`config.mk`:
```
export PLATFORM = sky130hd
export DESIGN_NAME = decimal_digit_multiplier_core
export DESIGN_NICKNAME = d
export VERILOG_FILES = /design/src/rtl/ddm_pkg.sv /design/src/rtl/ddm_step.sv /design/src/rtl/decimal_digit_multiplier_core.sv
export VERILOG_INCLUDE_DIRS = /design/src /design/src/rtl
export SDC_FILE = /design/constraint.sdc
export NUM_CORES = 1
export LEC_CHECK = 0
export ABC_AREA = 0
export BUFFER_PORTS_ARGS = -buffer_cell sky130_fd_sc_hd__clkbuf_2
export CAP_MARGIN = 15
export CORE_UTILIZATION = 61
export CTS_CLUSTER_DIAMETER = 150
export CTS_CLUSTER_SIZE = 8
export DETAILED_ROUTE_END_ITERATION = 8
export PLACE_DENSITY = 0.76
export SYNTH_ARGS = -nofsm -noshare
export SYNTH_HDL_FRONTEND = slang
export SYNTH_SLANG_ARGS = --single-unit
```
`constraint.sdc`:
```
create_clock -name clk -period 13.45 [get_ports clk]
set_clock_uncertainty 0.2 [all_clocks]
set_input_delay 0.6725 -clock clk [delete_from_list [all_inputs] [get_ports clk]]
set_output_delay 0.6725 -clock clk [all_outputs]
set_load 0.02 [all_outputs]
```
`src/rtl/assert_macros.svh`:
```
// Assertion macros shared by the decimal multiplier RTL.
// Define ASSERT_OFF to compile every check away.
`ifndef ASSERT_MACROS_SVH
`define ASSERT_MACROS_SVH
`ifndef ASSERT_OFF
// Check a clocked implication, held off while reset is high
`define ASSERT_IMPLY(label, clk, rst, prop, msg) \
  label: assert property (@(posedge clk) disable iff (rst) prop) else $error(msg);
// Check that a condition never holds at a clock edge
`define ASSERT_NEVER(label, clk, rst, expr, msg) \
  label: assert property (@(posedge clk) disable iff (rst) !(expr)) else $error(msg);
`else
`define ASSERT_IMPLY(label, clk, rst, prop, msg)
`define ASSERT_NEVER(label, clk, rst, expr, msg)
`endif
`endif

```
`src/rtl/ddm_pkg.sv`:
```
// Package for the decimal digit multiplier: operation codes, digit
// constants and the digit step result type. No dependencies.
package ddm_pkg;

  localparam int DIGIT_W = 4;
  localparam int OP_W    = 2;

  // Operation codes carried in the input word
  localparam logic [OP_W-1:0] OP_LOAD_A  = 2'd0;
  localparam logic [OP_W-1:0] OP_LOAD_B  = 2'd1;
  localparam logic [OP_W-1:0] OP_COMPUTE = 2'd2;

  localparam logic [DIGIT_W-1:0] DIGIT_MAX = 4'd9;
  localparam logic [3:0]         RADIX     = 4'd10;

  // Reciprocal of ten, exact for step sums up to 99
  localparam logic [7:0] RECIP10       = 8'd205;
  localparam int         RECIP10_SHIFT = 11;

  // Result of one multiply-accumulate digit step
  typedef struct packed {
    logic [DIGIT_W-1:0] carry;
    logic [DIGIT_W-1:0] digit;
  } step_t;

endpackage

```
`src/rtl/ddm_step.sv`:
```
// One decimal digit step: a * b + sum + carry, split into digit and carry.
// Depends on ddm_pkg.
module ddm_step (
  input  logic [ddm_pkg::DIGIT_W-1:0] a,
  input  logic [ddm_pkg::DIGIT_W-1:0] b,
  input  logic [ddm_pkg::DIGIT_W-1:0] sum_in,
  input  logic [ddm_pkg::DIGIT_W-1:0] carry_in,
  output ddm_pkg::step_t              result
);

  logic [6:0]  prod;
  logic [14:0] scaled;
  logic [3:0]  quot;
  logic [6:0]  rem;

  // Form the digit product plus the incoming sum and carry (at most 99)
  assign prod = 7'(a) * 7'(b) + 7'(sum_in) + 7'(carry_in);

  // Divide by ten through the reciprocal, then take the remainder
  assign scaled = 15'(prod) * 15'(ddm_pkg::RECIP10);
  assign quot   = scaled[ddm_pkg::RECIP10_SHIFT +: 4];
  assign rem    = prod - 7'(quot) * 7'(ddm_pkg::RADIX);

  assign result.carry = quot;
  assign result.digit = rem[3:0];

endmodule

```
`src/rtl/decimal_digit_multiplier_core.sv`:
```
// Decimal digit multiplier: schoolbook long multiplication over digit memories.
// Depends on ddm_pkg, ddm_step and assert_macros.svh.
//
// A load word is taken while idle. A compute word multiplies each digit pair
// with a read state and a write state on the partial-sum memory, writes each
// row carry in a carry state, then reads and checks each scanned product
// position before emitting it; a stalled output holds the scan.
// One word at a time is in work; loads are taken while a product digit waits.
// Reset clears counts, the overflow flag and control; memories are not cleared.
`include "assert_macros.svh"

module decimal_digit_multiplier_core #(
  parameter int MAX_DIGITS = 32
) (
  input  logic       clk,
  input  logic       rst,
  // Input word: [1:0] operation, [5:2] digit, [7:6] zero
  input  logic       s_tvalid,
  output logic       s_tready,
  input  logic [7:0] s_tdata,
  // Output word: [3:0] product_digit, [4] overflow, [7:5] zero
  output logic       m_tvalid,
  input  logic       m_tready,
  output logic [7:0] m_tdata,
  output logic       m_tlast
);

  localparam int DW = ddm_pkg::DIGIT_W;
  localparam int AW = (MAX_DIGITS > 1) ? $clog2(MAX_DIGITS) : 1;
  localparam int CW = $clog2(MAX_DIGITS + 1);
  localparam int PW = $clog2(2 * MAX_DIGITS);
  localparam int PD = 2 * MAX_DIGITS;

  // Sequencer states
  localparam logic [2:0] ST_IDLE    = 3'd0;
  localparam logic [2:0] ST_ROW_RD  = 3'd1;
  localparam logic [2:0] ST_ROW_WR  = 3'd2;
  localparam logic [2:0] ST_CARRY   = 3'd3;
  localparam logic [2:0] ST_OUT_RD  = 3'd4;
  localparam logic [2:0] ST_OUT_CHK = 3'd5;
  localparam logic [2:0] ST_EMPTY   = 3'd6;

  logic [2:0] state;

  // Operand and partial-sum memories
  logic [DW-1:0] mem_a  [MAX_DIGITS];
  logic [DW-1:0] mem_b  [MAX_DIGITS];
  logic [DW-1:0] mem_ps [PD];
  logic [DW-1:0] rd_a;
  logic [DW-1:0] rd_b;
  logic [DW-1:0] rd_ps;

  logic [CW-1:0] cnt_a;
  logic [CW-1:0] cnt_b;
  logic          ovf;

  logic [AW-1:0] ia;
  logic [AW-1:0] jb;
  logic [AW-1:0] jb_top;
  logic [DW-1:0] carry;
  logic          first_row;
  logic [PW-1:0] k;
  logic [PW-1:0] last_pos;
  logic          seen_nz;

  logic          out_valid;
  logic [DW-1:0] out_digit;
  logic          out_last;
  logic          out_ovf;

  logic                    in_acc;
  logic [ddm_pkg::OP_W-1:0] in_op;
  logic [DW-1:0]           in_digit;
  logic [DW-1:0]           load_digit;
  logic                    a_we;
  logic                    b_we;
  logic                    a_full;
  logic                    b_full;
  logic [PW-1:0]           pos;
  logic                    ps_we;
  logic [PW-1:0]           ps_waddr;
  logic [DW-1:0]           ps_wdata;
  logic                    rd_en;
  logic [PW-1:0]           ps_raddr;
  logic [DW-1:0]           step_sum;
  logic                    out_free;
  logic                    out_load;
  logic                    at_last;
  logic                    skip;
  ddm_pkg::step_t          step;

  // Decode the input word
  assign s_tready   = (state == ST_IDLE);
  assign in_acc     = s_tvalid && s_tready;
  assign in_op      = s_tdata[1:0];
  assign in_digit   = s_tdata[5:2];
  assign load_digit = (in_digit > ddm_pkg::DIGIT_MAX) ? ddm_pkg::DIGIT_MAX : in_digit;
  assign a_full     = (cnt_a >= CW'(MAX_DIGITS));
  assign b_full     = (cnt_b >= CW'(MAX_DIGITS));
  assign a_we       = in_acc && (in_op == ddm_pkg::OP_LOAD_A) && !a_full;
  assign b_we       = in_acc && (in_op == ddm_pkg::OP_LOAD_B) && !b_full;

  // Product position of the current digit pair
  assign pos = PW'(ia) + PW'(jb) + PW'(1);

  // The first row finds every position still clear
  assign step_sum = first_row ? '0 : rd_ps;

  ddm_step u_step (
    .a        (rd_a),
    .b        (rd_b),
    .sum_in   (step_sum),
    .carry_in (carry),
    .result   (step)
  );

  // Route partial-sum memory accesses
  always_comb begin
    ps_we    = 1'b0;
    ps_waddr = pos;
    ps_wdata = step.digit;
    rd_en    = 1'b0;
    ps_raddr = pos;
    case (state)
      ST_ROW_RD: begin
        rd_en = 1'b1;
      end
      ST_ROW_WR: begin
        ps_we = 1'b1;
      end
      ST_CARRY: begin
        ps_we    = 1'b1;
        ps_waddr = PW'(ia);
        ps_wdata = carry;
      end
      ST_OUT_RD: begin
        rd_en    = 1'b1;
        ps_raddr = k;
      end
      default: begin
        rd_en = 1'b0;
      end
    endcase
  end

  // Operand memories: write on load, read for each digit pair
  always_ff @(posedge clk) begin
    if (a_we) begin
      mem_a[cnt_a[AW-1:0]] <= load_digit;
    end
    if (b_we) begin
      mem_b[cnt_b[AW-1:0]] <= load_digit;
    end
    if (rd_en) begin
      rd_a <= mem_a[ia];
      rd_b <= mem_b[jb];
    end
  end

  // Partial-sum memory
  always_ff @(posedge clk) begin
    if (ps_we) begin
      mem_ps[ps_waddr] <= ps_wdata;
    end
    if (rd_en) begin
      rd_ps <= mem_ps[ps_raddr];
    end
  end

  // Output scan decisions
  assign out_free = !out_valid || m_tready;
  assign at_last  = (k == last_pos);
  assign skip     = !seen_nz && (rd_ps == '0) && !at_last;
  assign out_load = ((state == ST_OUT_CHK) && !skip && out_free) ||
                    ((state == ST_EMPTY) && out_free);

  // Sequencer, counts and output register
  always_ff @(posedge clk) begin
    if (rst) begin
      state     <= ST_IDLE;
      cnt_a     <= '0;
      cnt_b     <= '0;
      ovf       <= 1'b0;
      out_valid <= 1'b0;
    end else begin
      // Load a new word or drop the accepted one
      if (out_load) begin
        out_valid <= 1'b1;
      end else if (m_tready) begin
        out_valid <= 1'b0;
      end
      unique case (state)
        ST_IDLE: begin
          if (in_acc) begin
            case (in_op)
              ddm_pkg::OP_LOAD_A: begin
                if (a_full) ovf <= 1'b1;
                else cnt_a <= cnt_a + CW'(1);
              end
              ddm_pkg::OP_LOAD_B: begin
                if (b_full) ovf <= 1'b1;
                else cnt_b <= cnt_b + CW'(1);
              end
              ddm_pkg::OP_COMPUTE: begin
                cnt_a     <= '0;
                cnt_b     <= '0;
                ia        <= AW'(cnt_a - CW'(1));
                jb        <= AW'(cnt_b - CW'(1));
                jb_top    <= AW'(cnt_b - CW'(1));
                last_pos  <= PW'(cnt_a) + PW'(cnt_b) - PW'(1);
                carry     <= '0;
                first_row <= 1'b1;
                if (cnt_a == '0 || cnt_b == '0) state <= ST_EMPTY;
                else state <= ST_ROW_RD;
              end
              default: begin
                state <= ST_IDLE;
              end
            endcase
          end
        end
        ST_ROW_RD: begin
          state <= ST_ROW_WR;
        end
        ST_ROW_WR: begin
          carry <= step.carry;
          if (jb == '0) begin
            state <= ST_CARRY;
          end else begin
            jb    <= jb - AW'(1);
            state <= ST_ROW_RD;
          end
        end
        ST_CARRY: begin
          carry     <= '0;
          first_row <= 1'b0;
          if (ia == '0) begin
            k       <= '0;
            seen_nz <= 1'b0;
            state   <= ST_OUT_RD;
          end else begin
            ia    <= ia - AW'(1);
            jb    <= jb_top;
            state <= ST_ROW_RD;
          end
        end
        ST_OUT_RD: begin
          state <= ST_OUT_CHK;
        end
        ST_OUT_CHK: begin
          if (skip) begin
            k     <= k + PW'(1);
            state <= ST_OUT_RD;
          end else if (out_free) begin
            out_digit <= rd_ps;
            out_last  <= at_last;
            out_ovf   <= ovf;
            seen_nz   <= 1'b1;
            if (at_last) begin
              state <= ST_IDLE;
            end else begin
              k     <= k + PW'(1);
              state <= ST_OUT_RD;
            end
          end
        end
        ST_EMPTY: begin
          if (out_free) begin
            out_digit <= '0;
            out_last  <= 1'b1;
            out_ovf   <= ovf;
            state     <= ST_IDLE;
          end
        end
        default: begin
          state <= ST_IDLE;
        end
      endcase
    end
  end

  // Drive the output word
  assign m_tvalid = out_valid;
  assign m_tdata  = {3'b000, out_ovf, out_digit};
  assign m_tlast  = out_last;

  // Checks on the sequencer and datapath
  `ASSERT_IMPLY(a_step_digit, clk, rst, (state == ST_ROW_WR) |-> (step.digit <= ddm_pkg::DIGIT_MAX), "digit step left a value above nine")
  `ASSERT_NEVER(a_count_range, clk, rst, (cnt_a > CW'(MAX_DIGITS)) || (cnt_b > CW'(MAX_DIGITS)), "operand count beyond capacity")
  `ASSERT_IMPLY(a_ovf_sticky, clk, rst, ovf |=> ovf, "overflow flag dropped without reset")
  `ASSERT_IMPLY(a_more_digits, clk, rst, (m_tvalid && m_tready && !m_tlast) |-> (state != ST_IDLE), "product ended without a last word")

endmodule

```
==> results by group <==
Routing
  – Post-route DRC violation count: 0
  – Starting DRC count in detailed routing: 1849
  – Avg WL per Cell: approximately 24 µm
  – ANT nets after route: 0
  – Routed via count: ~16000
  – DR pass1 iterations: 5
  – Post-detailed-route via-to-cell ratio: around 6.4
  – Final wirelength: 58500 µm

GRT
  – Largest net degree at the start of global routing: between 100 and 150
  – Grt total ovfl: 0
  – Met2 global-route usage: 0.449
  – Antenna violations before repair: 2
  – GRT Util Overall: 0.275
  – Grt peak-use layer: met2
  – Routing usage on met3: 0.0457
  – Vias in the first global route: 15983
  – Met1 usage: 0.370
  – First-pass GRT wire length: ~91000 µm

Floorplan
  – Die area: around 44000 µm²
  – Die Span Y: 209 µm
  – Core ar.: 42100 µm²
  – Row cnt: 75
  – Die X: roughly 210 µm
  – Initial core utilization: 0.620
  – IO Pins: 23

Synth
  – Post-synthesis mux area share: 0.0805
  – Ys async rst share: 0
  – Number of synthesized flops with an enable pin: 563
  – Warnings from Yosys: 0
  – Netlist cell types: 63
  – Synth Area in XOR/XNOR: 0.0168
  – Post-synthesis adder-cell area fraction: 0.0513
  – Main combinational cell family by area after synthesis: simple AND/OR/NAND/NOR gates
  – Syn_area_per_cell: roughly 14 µm²
  – Synth Register Bits: 580
  – Prevailing post-synth register cell: edfxtp_1
  – Post-Synth Simple-Gate Area: 0.118
  – Cells after Synth: approximately 1900
  – Compound-Gate Fraction of Synth Area: 0.0438
  – Mapped Area: ~26000 µm²
  – Sequential share of the synthesized area: 0.660

Critical path
  – Crit path max-delay family: adder cells
  – Crit-path most repeated cell: fa_1
  – CP Data Arrival Time: 8.54 ns
  – CP Class: flip-flop to flip-flop
  – Slowest CP cell: buf_4
  – Critical Path Fanout Max: 64
  – CP Data Required Time: about 14 ns
  – CP Launch Type: flip-flop
  – Largest stage delay on the critical path: 0.57 ns
  – Worst setup EP type: flip-flop
  – Worst path bufs/invs: 4

Power
  – Power per cell area: ~290 nW/µm²
  – Worst VDD drop: between 0.001 and 0.0015 V
  – Leakage: roughly 0.01 µW

Place
  – Final HPWL DP: ~35000 µm
  – Worst slack, placed: slightly above 5 ns
  – Buffers on Ports: 17
  – Placer Congestion: approximately 0.87

Clock network
  – TritonCTS Buffers: 82
  – Post-CTS Setup Repair Bufs: 0
  – CTS tree: yes
  – H-tree level count: 3
  – Resize count post-CTS: 0
  – Worst-path clk slew: roughly 0.050 ns
  – Clk buf depth: 3
  – Hold buffers post-CTS: 0
  – CTS root buf: clkbuf_16
  – Worst-skew pair later-pin latency: between 0.6 and 0.7 ns
  – Clock sink count: 580

STA
  – Final setup viols: 0
  – Final hold vios: 0
  – Max-slew violation count: 0
  – Worst-margin pin slew: between 1 and 1.5 ns
  – Setup ws final: ~5 ns
  – Fin crit period: 8.45 ns
  – Max Freq: around 120 MHz
  – Slew headroom: 0.196
  – Crit share post-route: 0.628
  – Unrepaired setup endpoints after global routing: no
  – Hold_ws: roughly 0.23 ns
  – Setup_tns: 0 ns

Hold path
  – Type of the most critical hold path: input port to flip-flop

Finish
  – Area growth, synth to finish: 10.9%
  – Register area: between 15000 and 20000 µm²
  – N_diodes: 0
  – Layout fillers: 2739
  – Final-stage net count: between 2000 and 2500
  – Area taken by multi-input logic gates: ~8200 µm²
  – Layout cells sized above 1: 0.121

Run
  – Max-cap violations: 0

Status
  – Outcome: complete, no violations
tightest hold or removal path, cell delays in order:
cell and delay, ns:
clkbuf_2 0.11, nor2b_1 0.08, nand2b_1 0.08, a21oi_1 0.06
kinds of logic (layout without fill, tap and decap cells):
family,count (synthesis),after routing
buffers and inverters,175,229
xor gates and xnor gates,50,50
and+or+nand+nor,703,703
DFF,580,580
other,1,3
AOI/OAI and AO/OA,168,168
adders and majority gates,94,94
muxes,109,109
Yosys cell counts (all sizes together), types with 3 or more instances:
cell,instances,share of area
a2111oi,6,0.0020
a211oi,7,0.0020
a21boi,4,0.0013
a21o,10,0.0029
a21oi,54,0.011
a221oi,13,0.0044
a311o,3,0.0011
a311oi,6,0.0020
a31oi,18,0.0043
a32oi,6,0.0020
a41o,3,0.0011
and2,21,0.0050
and3,17,0.0041
buf,56,0.012
clkbuf,40,0.0058
dfxtp,17,0.013
edfxtp,563,0.65
fa,22,0.017
ha,72,0.034
inv,78,0.011
mux2,9,0.0039
mux2i,20,0.0077
mux4,80,0.069
nand2,276,0.040
nand2b,11,0.0026
nand3,104,0.020
nand4,12,0.0029
nor2,198,0.028
nor2b,11,0.0026
nor3,27,0.0052
nor3b,5,0.0014
nor4,7,0.0017
nor4b,3,0.0015
o21ai,20,0.0038
o22a,3,0.0010
o22ai,3,0.00072
or2,3,0.00072
or3,4,0.00096
xnor2,30,0.010
xor2,20,0.0067
flip-flops by register name, summed over array words and instances, names as in the netlist, 6 cells and up:
name      cells
cnt_a         6
cnt_b         6
k             6
last_pos      6
mem_a       128
mem_b       128
mem_ps      256
area by class of cell:
type,count,area share
flip-flops and latches,580,0.595
well taps,539,0.0233
clock inverters,4,0.00307
repair buffers,37,0.00855
inverters,79,0.0102
multi-input cells,1127,0.282
clock buffers,109,0.0772
layout by cell type, fill, tap and decap left out, types with 8 or more instances in the layout:
master,netlist,layout
nand3_1,104,104
mux2i_1,20,20
clkbuf_2,1,17
a221oi_1,13,13
o21ai_0,19,17
and3_1,17,17
mux2_2,9,9
a31oi_1,18,18
nor2_1,198,198
xor2_1,20,20
edfxtp_1,563,563
dfxtp_1,17,17
mux4_2,80,80
a21oi_1,52,50
ha_1,72,72
inv_1,78,78
and2_1,21,21
fa_1,22,22
nor2b_1,11,9
nand2b_1,11,10
nor3_1,27,27
clkbuf_16,0,86
buf_4,9,19
nand2_1,276,275
xnor2_1,30,30
nand4_1,12,12
a21o_1,10,8
clkbuf_1,39,23
layer usage:
| layer | wire, µm | vias to the layer above | part of all wire |
|---|---|---|---|
| li1 | - | 7004 | - |
| met1 | 22900 | 7797 | 0.39 |
| met2 | 29000 | 800 | 0.50 |
| met3 | 4590 | 144 | 0.079 |
| met4 | 1990 | 2 | 0.034 |
| met5 | 8 | - | 0.00014 |
path summary, 6_finish.rpt:
| check | slack (ns) | startpoint | cells after the start | endpoint |
|---|---|---|---|---|
| setup / recovery | 5.00 | rd_ps[3] | 26 | mem_ps[3][3] |
| hold reg to reg | 0.24 | ovf | 0 | out_ovf |
| hold / removal | 0.23 | m_tready | 4 | state[2] |
| setup reg to reg | 5.00 | rd_ps[3] | 26 | mem_ps[3][3] |
report_power, final:
group | internal, µW | leakage [µW] | switching (µW) | total [µW]
Sequential | 3780 | 0.00522 | 9.88 | 3790
Clock | 1160 | 0.00113 | 727 | 1890
Combinational | 520 | 0.00367 | 2250 | 2770
metrics by stage:
step / instance area (µm²) / total power, µW / utilization / instances
final: 29000 / 8440 / 0.688 / 2475
after global routing: 29000 / 8680 / 0.688 / 2475
after CTS: 29000 / 8560 / 0.687 / 2474
after detailed placement: 26600 / 6670 / 0.632 / 2361
after global placement: 26600 / 6650 / 0.632 / 2361
after floorplan: 26100 / 4440 / - / 1882
No activity file was read; power rests on OpenSTA's default activity.
